`config.mk`:
```
export PLATFORM = sky130hd
export DESIGN_NAME = hex_dump_line_parser
export DESIGN_NICKNAME = d
export VERILOG_FILES = /design/src/rtl/core/hdlp_pkg.sv /design/src/rtl/core/hdlp_char_decode.sv /design/src/rtl/core/hex_dump_line_parser.sv
export SDC_FILE = /design/constraint.sdc
export NUM_CORES = 1
export LEC_CHECK = 0
export BUFFER_PORTS_ARGS = -buffer_cell sky130_fd_sc_hd__buf_2
export CAP_MARGIN = 5
export CORE_UTILIZATION = 65
export CTS_BUF_LIST = sky130_fd_sc_hd__clkbuf_2 sky130_fd_sc_hd__clkbuf_4 sky130_fd_sc_hd__clkbuf_8
export CTS_CLUSTER_DIAMETER = 80
export DETAILED_ROUTE_END_ITERATION = 8
export PLACE_DENSITY = 0.88
export SYNTH_ARGS = -nofsm -noshare
export SYNTH_HDL_FRONTEND = slang
export SYNTH_HIERARCHICAL = 1
export SYNTH_SLANG_ARGS = --single-unit
```
`constraint.sdc`:
```
create_clock -name clk_i -period 10.7 [get_ports clk_i]
set_input_delay 0.535 -clock clk_i [delete_from_list [all_inputs] [get_ports clk_i]]
set_output_delay 0.535 -clock clk_i [all_outputs]
set_load 0.05 [all_outputs]
```
`src/rtl/core/hdlp_pkg.sv`:
```
package hdlp_pkg;

  // Default sizes of one dump line.
  localparam int unsigned DefRowBytes   = 8;
  localparam int unsigned DefAddrDigits = 4;

  // Fixed field widths.
  localparam int unsigned CharW    = 8;
  localparam int unsigned NibW     = 4;
  localparam int unsigned AddrW    = 16;
  localparam int unsigned RowW     = 64;
  localparam int unsigned CountW   = 4;
  localparam int unsigned StatusW  = 3;
  localparam int unsigned OutDataW = 88;

  // Character codes the parser reacts to.
  localparam logic [CharW-1:0] CharColon  = 8'h3A;
  localparam logic [CharW-1:0] CharZero   = 8'h30;
  localparam logic [CharW-1:0] CharNine   = 8'h39;
  localparam logic [CharW-1:0] CharLowerA = 8'h61;
  localparam logic [CharW-1:0] CharLowerF = 8'h66;
  localparam logic [CharW-1:0] CharUpperA = 8'h41;
  localparam logic [CharW-1:0] CharUpperF = 8'h46;
  localparam logic [CharW-1:0] DigitTen   = 8'd10;

  // Line status codes.
  typedef enum logic [StatusW-1:0] {
    StOk         = 3'd0,
    StNoColon    = 3'd1,
    StTooMany    = 3'd2,
    StEarlyColon = 3'd3,
    StExtraColon = 3'd4
  } status_e;

  // Classification of one character.
  typedef struct packed {
    logic            is_hex;
    logic            is_colon;
    logic [NibW-1:0] nib;
  } char_class_t;

endpackage

```
`src/rtl/core/hdlp_char_decode.sv`:
```
module hdlp_char_decode (
  input  logic [hdlp_pkg::CharW-1:0] char_i,
  output hdlp_pkg::char_class_t      class_o
);

  logic                       is_dec;
  logic                       is_lower;
  logic                       is_upper;
  logic [hdlp_pkg::CharW-1:0] offset;

  // Range checks for the three digit groups, case-insensitive.
  assign is_dec   = (char_i >= hdlp_pkg::CharZero)   && (char_i <= hdlp_pkg::CharNine);
  assign is_lower = (char_i >= hdlp_pkg::CharLowerA) && (char_i <= hdlp_pkg::CharLowerF);
  assign is_upper = (char_i >= hdlp_pkg::CharUpperA) && (char_i <= hdlp_pkg::CharUpperF);

  // Digit value from the start of its group, plus ten for letters.
  always_comb begin
    if (is_lower) begin
      offset = char_i - hdlp_pkg::CharLowerA + hdlp_pkg::DigitTen;
    end else if (is_upper) begin
      offset = char_i - hdlp_pkg::CharUpperA + hdlp_pkg::DigitTen;
    end else begin
      offset = char_i - hdlp_pkg::CharZero;
    end
  end

  assign class_o.is_hex   = is_dec || is_lower || is_upper;
  assign class_o.is_colon = (char_i == hdlp_pkg::CharColon);
  assign class_o.nib      = offset[hdlp_pkg::NibW-1:0];

endmodule

```
`src/rtl/core/hex_dump_line_parser.sv`:
```
// Hex dump line parser.
// The input stream carries one text character per item in s_axis_tdata, with
// s_axis_tlast marking the last character of a line. Lines look like
// "AAAA: bb bb ...": the leading digits form the address, a colon follows,
// and later digit pairs fill a row of up to ROW_BYTES bytes. Other characters
// are skipped. The output stream gives one item per line end, or one item
// with a nonzero status on a format error, after which all input is taken
// and dropped until reset.
// A result passes through the input register and then the result register
// before it leaves. Throughput: one character per cycle while the result
// register can take a result; the line state is updated in one step from
// the input register, so the line-state update loop sets the rate.
// When the receiver stalls with a result waiting, characters that are already
// registered wait and s_axis_tready drops after the input register fills.
// Reset clears the line state, the halt flag and both valid flags.
module hex_dump_line_parser #(
  parameter int unsigned ROW_BYTES   = hdlp_pkg::DefRowBytes,
  parameter int unsigned ADDR_DIGITS = hdlp_pkg::DefAddrDigits
) (
  input  logic                          clk_i,
  input  logic                          rst_ni,
  input  logic                          s_axis_tvalid,
  output logic                          s_axis_tready,
  // char_code [7:0]
  input  logic [hdlp_pkg::CharW-1:0]    s_axis_tdata,
  // line_end
  input  logic                          s_axis_tlast,
  output logic                          m_axis_tvalid,
  input  logic                          m_axis_tready,
  // row_data [63:0], line_address [79:64], bytes_filled [83:80],
  // status [86:84], zero [87]
  output logic [hdlp_pkg::OutDataW-1:0] m_axis_tdata
);

  localparam int unsigned RowStoreW = ROW_BYTES * 8;
  localparam int unsigned DigW      = $clog2(ADDR_DIGITS + 1);

  // Input register.
  logic                       in_valid_q, in_valid_d;
  logic [hdlp_pkg::CharW-1:0] in_char_q;
  logic                       in_last_q;
  logic                       advance;

  // Line state.
  logic [hdlp_pkg::AddrW-1:0]  addr_q, addr_d, addr_upd;
  logic [DigW-1:0]             digits_q, digits_d, digits_upd;
  logic                        colon_q, colon_d, colon_upd;
  logic [hdlp_pkg::NibW-1:0]   pend_q, pend_d, pend_upd;
  logic                        held_q, held_d, held_upd;
  logic [hdlp_pkg::CountW-1:0] index_q, index_d, index_upd;
  logic [RowStoreW-1:0]        row_q, row_d, row_upd;
  logic                        halted_q, halted_d;

  // Result register.
  logic                          out_valid_q, out_valid_d;
  logic [hdlp_pkg::OutDataW-1:0] out_data_q, out_data_d;

  hdlp_pkg::char_class_t cls;
  hdlp_pkg::status_e     err;
  logic                  emit;
  logic                  addr_done;

  hdlp_char_decode u_decode (
    .char_i  (in_char_q),
    .class_o (cls)
  );

  // The registered item moves on when the result register can take a result.
  assign advance       = in_valid_q && (!out_valid_q || m_axis_tready);
  assign s_axis_tready = !in_valid_q || advance;
  assign in_valid_d    = (s_axis_tvalid && s_axis_tready) || (in_valid_q && !advance);
  assign addr_done     = (digits_q >= DigW'(ADDR_DIGITS));

  // Per-character line state update and result formation.
  always_comb begin
    addr_upd   = addr_q;
    digits_upd = digits_q;
    colon_upd  = colon_q;
    pend_upd   = pend_q;
    held_upd   = held_q;
    index_upd  = index_q;
    row_upd    = row_q;
    err        = hdlp_pkg::StOk;
    emit       = 1'b0;
    halted_d   = halted_q;

    if (cls.is_hex) begin
      if (addr_done && !colon_q) begin
        err = hdlp_pkg::StNoColon;
      end else if (!addr_done) begin
        addr_upd   = {addr_q[hdlp_pkg::AddrW-hdlp_pkg::NibW-1:0], cls.nib};
        digits_upd = digits_q + DigW'(1);
      end else if (index_q >= hdlp_pkg::CountW'(ROW_BYTES)) begin
        err = hdlp_pkg::StTooMany;
      end else if (!held_q) begin
        pend_upd = cls.nib;
        held_upd = 1'b1;
      end else begin
        for (int k = 0; k < ROW_BYTES; k++) begin
          if (index_q == hdlp_pkg::CountW'(k)) begin
            row_upd[k*8 +: 8] = {pend_q, cls.nib};
          end
        end
        index_upd = index_q + hdlp_pkg::CountW'(1);
        pend_upd  = '0;
        held_upd  = 1'b0;
      end
    end else if (cls.is_colon) begin
      if (!addr_done) begin
        err = hdlp_pkg::StEarlyColon;
      end else if (colon_q) begin
        err = hdlp_pkg::StExtraColon;
      end else begin
        colon_upd = 1'b1;
      end
    end

    addr_d   = addr_upd;
    digits_d = digits_upd;
    colon_d  = colon_upd;
    pend_d   = pend_upd;
    held_d   = held_upd;
    index_d  = index_upd;
    row_d    = row_upd;

    if (halted_q) begin
      emit = 1'b0;
    end else if (err != hdlp_pkg::StOk) begin
      emit     = 1'b1;
      halted_d = 1'b1;
    end else if (in_last_q) begin
      emit     = 1'b1;
      addr_d   = '0;
      digits_d = '0;
      colon_d  = 1'b0;
      pend_d   = '0;
      held_d   = 1'b0;
      index_d  = '0;
      row_d    = '0;
    end

    out_data_d = {1'b0, err, index_upd, addr_upd, hdlp_pkg::RowW'(row_upd)};
  end

  assign out_valid_d = advance ? emit : (out_valid_q && !m_axis_tready);

  // Control state with reset.
  always_ff @(posedge clk_i or negedge rst_ni) begin
    if (!rst_ni) begin
      in_valid_q  <= 1'b0;
      out_valid_q <= 1'b0;
      halted_q    <= 1'b0;
      addr_q      <= '0;
      digits_q    <= '0;
      colon_q     <= 1'b0;
      pend_q      <= '0;
      held_q      <= 1'b0;
      index_q     <= '0;
      row_q       <= '0;
    end else begin
      in_valid_q  <= in_valid_d;
      out_valid_q <= out_valid_d;
      if (advance && !halted_q) begin
        halted_q <= halted_d;
        addr_q   <= addr_d;
        digits_q <= digits_d;
        colon_q  <= colon_d;
        pend_q   <= pend_d;
        held_q   <= held_d;
        index_q  <= index_d;
        row_q    <= row_d;
      end
    end
  end

  // Payload registers.
  always_ff @(posedge clk_i) begin
    if (s_axis_tvalid && s_axis_tready) begin
      in_char_q <= s_axis_tdata;
      in_last_q <= s_axis_tlast;
    end
    if (advance && emit) begin
      out_data_q <= out_data_d;
    end
  end

  assign m_axis_tvalid = out_valid_q;
  assign m_axis_tdata  = out_data_q;

endmodule
```
==> impl_metrics.toml, run 1 <==
[power]
p_leak_uw = 0.00401
seq_power_share_pct = 58.2
intPower_uw = 1020
cellPowerDensity_nw_per_um2 = 151
sw_frac_of_total_pct = 27.2
power.switching_uw = 379
vdd_drop_max_uv = 92.0
power_frac_clock_pct = 30.0
pwr-share-comb_pct = 11.8

[placement]
hpwl_mm = 11.0
place_ws_ps = 6970
placed_cells = 811
io_buffers = 101
place_area_um2 = 8880
globalplace.congestion = 0.872

[timing]
setup_viol_count_final = 0
maxSlewHeadroom_pct = 37.4
skew_ps = 11.6
finalWorstSetupSlack_ps = 6920
tightest_slew_ps = 932
fmax_mhz = 265
hold_viol = 0
fin_crit_ps = 3780
slew_violations = 0
fin_crit_sh_pct = 35.3
fin_tns_setup_ps = 0
grt_setup_unrepaired = "no"

[layout]
mostFrequentLayoutCells = "buf_2, dfrtp_1, edfxtp_1"
layout.area.seq_um2 = 5290
final_core_util_pct = 75.6
final_common_cell = "buf_2"
fillCellCount = 766
antenna_cells = 0
drive_above_1_share_pct = 35.9
nets = 688
instances_no_fill = 843
fin_area_um2 = 9230
area_growth_pct = 11.9
multi_input_area_um2 = 2790

[worst_setup_path]
startpoint_type = "flop"
critPathMaxStageDelay_ps = 620
endpoint_kind = "flop"
crit_required_ps = 10790
cp_cell_sequence = "inv_1 > ha_1 > a211oi_2 > a211oi_4 > a41o_1 > nand2b_1 > o22ai_1 > o21a_4 > buf_4"
crit_arrival_ps = 3870
r2r_cells = 9
critPathSlowestCell = "buf_4"
crit_fanout = 53
critPathKind = "reg2reg"

[clock_tree]
cts_hold_buf = 0
cts_tree = "yes"
cts.reportedPaths.clkPinSlew_ps = 90
clockRootBuffer = "clkbuf_8"
cts-resized-gates = 0
htree_levels = 4
cts_buffer_depth = 2
clk_latency_ps = 460
post_cts_buffers = 0
cts_buffers = 17
cts.sinks = 192

[logic_synthesis]
synthFlopType = "edfxtp_1"
async_reset_ff_share_pct = 50.0
synth_edf_count = 96
syn_area_per_cell_um2 = 14.6
synth.distinct_cells = 59
syn_inst = 565
yosysTopAreaCell = "edfxtp_1"
synthTopCellsByArea = "edfxtp_1, dfrtp_1, a22o_1, mux2_2, nand2_1"
synth_seq_cells = 192
synth_top_area_share_pct = 34.9
synthesis.area_um2 = 8250
yosysWarnings = 6
synth.net_count = 590
yosysSeqAreaShare_pct = 64.1

[grt]
grt_max_degree = 54
grt_remaining_overflow = 0
grt_pass1_wl_mm = 27.1
grt_pass1_vias = 5298
antenna_found_initial = 0
grtUsageTotal_pct = 28.0

[run_status]
status = "completed"

[route]
drtAntennaViolNets = 0
via_count = 5285
route.detailed.drc = 0
drtIter0Drc = 502
drtPass1Iterations = 6
viasPerCell = 6.27
wl_per_cell_um = 20.3
wl_mm = 17.2

[run]
drv_cap = 0

[worst_hold_path]
hold_path.class = "in2async"

[floorplanning]
fp-row-count = 40
core-area_um2 = 12200
start_util_pct = 67.6
design.die.area_um2 = 13100
fp.dieW_um = 115
die_h_um = 115
ios = 103
-- critical path: cells and delay by family (launching register included) --
| kind | cells | cell delay, ps |
|---|---|---|
| compound gates | 5 | 1680 |
| buf+inv | 2 | 720 |
| flops | 1 | 420 |
| simple gates | 1 | 300 |
| fa+ha+maj | 1 | 220 |
-- per-layer routing --
metal  vias to the layer above  GRT usage, %  part of all wire (%)
li1                       2342             -                     -
met1                      2678          35.5                    40
met2                       234          47.2                    52
met3                        31          6.93                   6.4
met4                         0          9.87                   1.7
met5                         -             0                     0
-- logic make-up after synthesis --
family	share of synthesized area (%)
DFF	64.1
AOI/OAI and AO/OA	13.2
and+or+nand+nor	9.39
muxes	9.05
buffers and inverters	2.18
adders and majority gates	1.82
xor gates and xnor gates	0.212
other	0.0455
-- worst paths after layout --
path | from | endpoint | slack, ps
min in group clk_i | s_axis_tdata[1] | in_char_q[1]$_DFFE_PP_ | 250
worst max-delay path | in_char_q[1]$_DFFE_PP_ | m_axis_tdata[84]$_DFFE_PP_ | 6920
worst max register to register | in_char_q[1]$_DFFE_PP_ | m_axis_tdata[84]$_DFFE_PP_ | 6920
max in group asynchronous | rst_ni | index_q[3]$_DFFE_PN0P_ | 9540
worst min-delay path | rst_ni | addr_q[13]$_DFFE_PN0P_ | 70
worst min register to register | row_q[28]$_DFFE_PN0P_ | row_q[28]$_DFFE_PN0P_ | 500
-- state kept, by name, indices dropped and copies added, names as in the netlist --
register and cells:
index_q 4, m_axis_tdata 87, m_axis_tvalid 1, row_q 64, pend_q 4, held_q 1
colon_q 1, in_valid_q 1, in_last_q 1, in_char_q 8, addr_q 16, halted_q 1
digits_q 3
-- Yosys cell counts (2+ instances only) --
| cell | count |
|---|---|
| nor3_2 | 5 |
| o22ai_1 | 2 |
| buf_1 | 5 |
| dfrtp_1 | 96 |
| o21ai_2 | 3 |
| nor4_2 | 6 |
| buf_4 | 5 |
| o21ai_1 | 8 |
| ha_1 | 12 |
| nor4_4 | 4 |
| and2_1 | 2 |
| nand2_1 | 59 |
| a31o_2 | 2 |
| inv_1 | 10 |
| nand3_2 | 2 |
| nor2b_1 | 3 |
| xnor2_1 | 2 |
| a22o_1 | 86 |
| edfxtp_1 | 96 |
| buf_2 | 6 |
| nor2_2 | 4 |
| mux2_2 | 65 |
| nand3_1 | 8 |
| clkbuf_1 | 12 |
| o21ai_0 | 7 |
| a31oi_1 | 3 |
| nor2_1 | 11 |
| nand2b_1 | 4 |
| a21oi_1 | 3 |
| nor3b_2 | 2 |
| a21o_1 | 4 |
-- stage by stage --
step	total power, uW	hold WS (ps)
floorplan	950	239
global placement	987	483
detailed placement	993	486
CTS	1400	75.9
global route	1440	109
finish	1400	72.8
-- layout make-up --
cell class,count,share of cell area [%]
Sequential cell,192,57.3
Clock inverter,12,1.02
Multi-Input combinational cell,334,30.3
Tap cell,168,2.28
Timing Repair Buffer,108,6.07
Inverter,10,0.407
Clock buffer,19,2.70
-- power by group through the flow --
stage | Clock, uW | Combinational (uW) | Sequential [uW]
finish | 419 | 165 | 812
floorplan | 0 | 50.7 | 899
global placement | 0 | 160 | 827
CTS | 427 | 165 | 813
global route | 452 | 173 | 815
detailed placement | 0 | 164 | 828
Power figures use the tool's default switching activity.
==> inputs of run 2 (changes only) <==
- CORE_UTILIZATION: 65 -> 60
- PLACE_DENSITY: 0.88 -> 0.82
- clock period: 10.7 -> 3.5 ns (I/O delays scaled with it)
==> run 2 against run 1 <==
- die area rose by 8.2%
- register-to-register slack got worse by 6700 ps
- wire length fell by 2.9%
- final cell count rose by 3.2%
- clock power rose to 3.3 times the previous value
- hold slack improved by 1.4 ps
- count of clock-buffer cells in the layout rose by 1
- sequential power rose to 3.1 times the previous value
- final area rose by 2.9%
- critical path type unchanged
- critical endpoint is now row_q[13]$_DFFE_PN0P_
- largest power group unchanged
==> impl_metrics.toml, run 2 (synthesis gave the netlist of run 1 again) <==
[clock_tree]
cts_tree = "yes"
cts.reportedPaths.clkPinSlew_ps = 90
clockRootBuffer = "clkbuf_8"
cts.sinks = 192
cts_buffer_depth = 2
clk_latency_ps = 450
cts_buffers = 17
htree_levels = 4

[floorplanning]
design.die.area_um2 = 14200
ios = 103
fp.dieW_um = 119
die_h_um = 119
start_util_pct = 61.8
fp-row-count = 42
core-area_um2 = 13300

[route]
viasPerCell = 6.00
via_count = 5222
drtIter0Drc = 354
drtPass1Iterations = 5
wl_mm = 16.7
route.detailed.drc = 0
drtAntennaViolNets = 0
wl_per_cell_um = 19.1

[grt]
use_met2_pct = 38.5
grtUsageTotal_pct = 24.9
grt_remaining_overflow = 0
antenna_found_initial = 0
gr-usage-met3_pct = 4.89
grt_max_degree = 63
met1_usage_pct = 35.3
top_usage_layer = "met2"
grt_pass1_wl_mm = 27.0
grt_pass1_vias = 5146

[worst_setup_path]
reg2reg_to = "row_q[13]$_DFFE_PN0P_"
reg2reg_slack_ps = 170
startpoint_type = "flop"
r2r-start = "in_char_q[4]$_DFFE_PP_"
r2r_cells = 8
endpoint_kind = "flop"
critPathKind = "reg2reg"
crit_arrival_ps = 3660
crit_fanout = 16
crit_required_ps = 3830

[worst_hold_path]
hp-start = "m_axis_tready"
hold_path.class = "in2reg"
hold_path_end = "in_valid_q$_DFF_PN0_"
worstHoldPathCells = 4

[placement]
io_buffers = 101
globalplace.congestion = 0.846
hpwl_mm = 10.8

[timing]
skew_ps = 13.4
fin_tns_setup_ps = 0
fin_crit_ps = 3330
setup_viol_count_final = 0
hold_viol = 0
maxSlewHeadroom_pct = 42.0
fin_crit_sh_pct = 95.0
slew_violations = 0
tightest_slew_ps = 870
fmax_mhz = 301
grt_setup_unrepaired = "no"

[layout]
largest_reg_flops = 87
nets = 707
drive_above_1_share_pct = 36.5
area_growth_pct = 15.1
antenna_cells = 0
mostFrequentLayoutCells = "buf_2, dfrtp_1, edfxtp_1"
final_core_util_pct = 71.1
final_common_cell = "buf_2"

[run_status]
status = "completed"

[run]
drv_cap = 0

[power]
cellPowerDensity_nw_per_um2 = 460
p_leak_uw = 0.00412
vdd_drop_max_uv = 235
[run 2: changes by cell type in the layout (fill, tap and decap cells not counted)]
cell,before,now
clkbuf_8,17,18
buf_12,0,3
clkinvlp_4,2,4
clkinv_2,4,1
clkinv_1,3,0
dlygate4sd3_1,0,11
clkinv_4,1,3
nor4_2,6,4
buf_4,8,13
inv_6,1,2
nor4_4,4,6
[run 2: area by class of cell]
class,count,area [um^2]
inverters,10,37.5
well taps,176,220
fillers,904,3860
multi-input cells,334,2810
repair buffers,127,768
clock inverters,11,109
flip-flops and latches,192,5290
clock buffers,20,263
[run 2: critical path: stages, from the launching register on]
cell	delay, ps
edfxtp_1	450
or4b_4	600
a211oi_4	320
a41o_1	370
nand2b_1	280
o221a_4	440
buf_4	300
o21ai_0	170
a22o_1	270
[run 2: stage by stage]
stage | cells | area, um^2 | total power (uW) | hold WS (ps) | worst slack, ps
2_1_floorplan | 565 | 8250 | 2900 | -121 | 20.3
3_3_place_gp | 827 | 8970 | 3030 | 278 | 400
3_5_place_dp | 827 | 8970 | 3040 | 299 | 206
4_1_cts | 869 | 9450 | 4380 | 56.2 | 179
5_1_grt | 870 | 9490 | 4500 | 105 | 46.0
6_report | 870 | 9490 | 4370 | 74.2 | 175
[run 2: repair_timing]
action,4_1_cts,5_1_grt
endpoints found under the hold margin,70,0
setup endpoints to repair,0,16
resized for setup,0,2
hold buffers,11,0
setup buffers,0,1
[run 2: power breakdown]
group / switching (uW) / internal, uW
registers: 30.1 / 2450
clock network: 765 / 600
logic: 412 / 111
total: 1210 / 3160
[run 2: routing by layer]
metal | wire, um | part of all wire [%]
met1 | 7430 | 45
met2 | 7960 | 48
met3 | 1000 | 6.0
met4 | 271 | 1.6
met5 | 0 | 0
[run 2: how the worst max path moves through the flow]
stage                                start                        end  slack, ps
floorplan           in_char_q[4]$_DFFE_PP_  m_axis_tdata[0]$_DFFE_PP_         20
global placement    in_char_q[4]$_DFFE_PP_      row_q[37]$_DFFE_PN0P_        400
detailed placement  in_char_q[1]$_DFFE_PP_    digits_q[0]$_DFFE_PN0P_        210
CTS                 in_char_q[1]$_DFFE_PP_    digits_q[0]$_DFFE_PN0P_        180
global route        in_char_q[4]$_DFFE_PP_      row_q[14]$_DFFE_PN0P_         50
finish              in_char_q[4]$_DFFE_PP_      row_q[13]$_DFFE_PN0P_        170
==> inputs of run 3 (changes only) <==
- CELL_PAD_IN_SITES_DETAIL_PLACEMENT: unset -> 1
- CELL_PAD_IN_SITES_GLOBAL_PLACEMENT: unset -> 1
- CORE_UTILIZATION: 60 -> 50
- PLACE_DENSITY: 0.82 -> unset
- PLACE_DENSITY_LB_ADDON: unset -> 0.1
==> run 3 against run 2 <==
- clock power grew 7%
- critical path depth did not move
- global-route usage fell by 1.5 points
- clock skew decreased by 2.3 ps
- core utilization is 11 points lower
- sequential share of layout area shrank 0.69 points
- critical endpoint is now row_q[51]$_DFFE_PN0P_
==> impl_metrics.toml, run 3 (synthesis gave the netlist of run 1 again) <==
[worst_setup_path]
critPathTopFamily = "simple AND/OR/NAND/NOR gates"
critPathSlowestCell = "or4b_4"
startpoint_type = "flop"
endpoint_kind = "flop"
critPathMaxStageDelay_ps = 600
crit_arrival_ps = 3740
path_buf_inv = 1
critPathKind = "reg2reg"
cp_cell_sequence = "or4b_4 > a211oi_4 > a41o_1 > nand2_1 > o221a_4 > buf_12 > nor4_2 > a22o_1"
crit_fanout = 31
crit_required_ps = 3900

[layout]
fin_area_um2 = 9610
mostFrequentLayoutCells = "buf_2, dfrtp_1, edfxtp_1"
fillCellCount = 1573
final_common_cell = "buf_2"
antenna_cells = 0
area_growth_pct = 16.5
drive_above_1_share_pct = 37.2
largest_reg_flops = 87
nets = 711

[route]
drtIter0Drc = 321
via_count = 5231
drtPass1Iterations = 4
wl_per_cell_um = 20.5
viasPerCell = 5.72
route.detailed.drc = 0
wl_mm = 18.7
drtAntennaViolNets = 0

[power]
p_leak_uw = 0.00416
power_frac_clock_pct = 32.7
seq_power_share_pct = 55.4
intPower_uw = 3260
pwr-share-comb_pct = 11.9
power.switching_uw = 1220
sw_frac_of_total_pct = 27.3
cellPowerDensity_nw_per_um2 = 466
vdd_drop_max_uv = 249

[placement]
io_buffers = 101
globalplace.congestion = 0.770
place_area_um2 = 9050
hpwl_mm = 11.9

[floorplanning]
fp.dieW_um = 130
ios = 103
die_h_um = 130
design.die.area_um2 = 17000
fp-row-count = 46
core-area_um2 = 16000
start_util_pct = 51.6

[timing]
maxSlewHeadroom_pct = 45.0
fin_crit_ps = 3330
setup_viol_count_final = 0
tightest_slew_ps = 826
grt_setup_unrepaired = "no"
fin_crit_sh_pct = 95.2
hold_viol = 0
skew_ps = 11.1
fin_tns_setup_ps = 0
slew_violations = 0
fmax_mhz = 300

[run]
drv_cap = 0

[clock_tree]
clockRootBuffer = "clkbuf_8"
htree_levels = 4
cts_buffers = 17
cts_buffer_depth = 2
cts_tree = "yes"
cts.sinks = 192
clk_latency_ps = 470
cts.reportedPaths.clkPinSlew_ps = 90

[run_status]
status = "completed"

[worst_hold_path]
hold_path.class = "in2reg"

[grt]
grt_pass1_vias = 5504
grt_max_degree = 59
grt_pass1_wl_mm = 29.7
grt_remaining_overflow = 0
grtUsageTotal_pct = 23.4
antenna_found_initial = 0
-- run 3: changes by cell type in the layout (fill, tap and decap cells not counted), sizes merged --
| cell | change |
|---|---|
| inv | +1 |
| buf | +3 |
| clkinv | -1 |
| clkinvlp | -1 |
| bufinv | +1 |
| clkbuf | +1 |
| o21a | +1 |
-- run 3: layout make-up --
class | count | area, um^2 | area share [%]
sequential | 192 | 5290 | 55.0
multi-input combinational | 335 | 2820 | 29.4
timing repair buffer | 130 | 791 | 8.23
clock buffer | 21 | 277 | 2.88
tap | 216 | 270 | 2.81
clock inverter | 11 | 128 | 1.33
inverter | 10 | 37.5 | 0.391
-- run 3: timing repair --
action,4_1_cts,5_1_grt
resized for setup,0,2
buffers inserted,0,1
setup endpoints to repair,0,18
endpoints found under the hold margin,66,0
hold buffers,11,0
-- run 3: path summary, 6_finish.rpt --
path / from / endpoint / slack [ps] / cells after the start
worst min-delay path: m_axis_tready / in_valid_q$_DFF_PN0_ / 60 / 4
max in group asynchronous: rst_ni / row_q[34]$_DFFE_PN0P_ / 2360 / 3
worst max-delay path: in_char_q[4]$_DFFE_PP_ / row_q[51]$_DFFE_PN0P_ / 170 / 8
worst max register to register: in_char_q[4]$_DFFE_PP_ / row_q[51]$_DFFE_PN0P_ / 170 / 8
min in group asynchronous: rst_ni / addr_q[12]$_DFFE_PN0P_ / 320 / 2
worst min register to register: addr_q[13]$_DFFE_PN0P_ / addr_q[13]$_DFFE_PN0P_ / 510 / 1
-- run 3: power by group through the flow --
stage	combinational, uW	sequential, uW	clock (uW)
after floorplan	155	2740	0
after detailed placement	525	2530	0
after CTS	537	2480	1500
final	535	2480	1460
after global routing	566	2490	1570
after global placement	514	2530	0
-- run 3: tightest hold or removal path, cell delays in order --
cell	delay, ps
buf_2	90
nor2b_1	60
nand2_1	100
nand2b_1	60
-- run 3: routing by layer --
metal / vias to the layer above / wire [um] / global-route usage, %
met5: - / 0 / 0
met4: 0 / 303 / 6.83
met3: 21 / 581 / 4.11
met2: 122 / 9460 / 40.2
met1: 2691 / 8380 / 30.6
li1: 2397 / - / -
-- run 3: metrics by stage --
step           utilization [%]  instances  hold WS (ps)  setup slack (ps)  power [uW]
3_5_place_dp              56.6        870           304               164        3060
3_3_place_gp              56.6        870           287               349        3040
4_1_cts                   59.8        913          35.8               126        4520
5_1_grt                   60.1        915          65.5              18.6        4630
2_1_floorplan                -        565          -121              20.3        2900
6_report                  60.1        915          59.4               167        4480
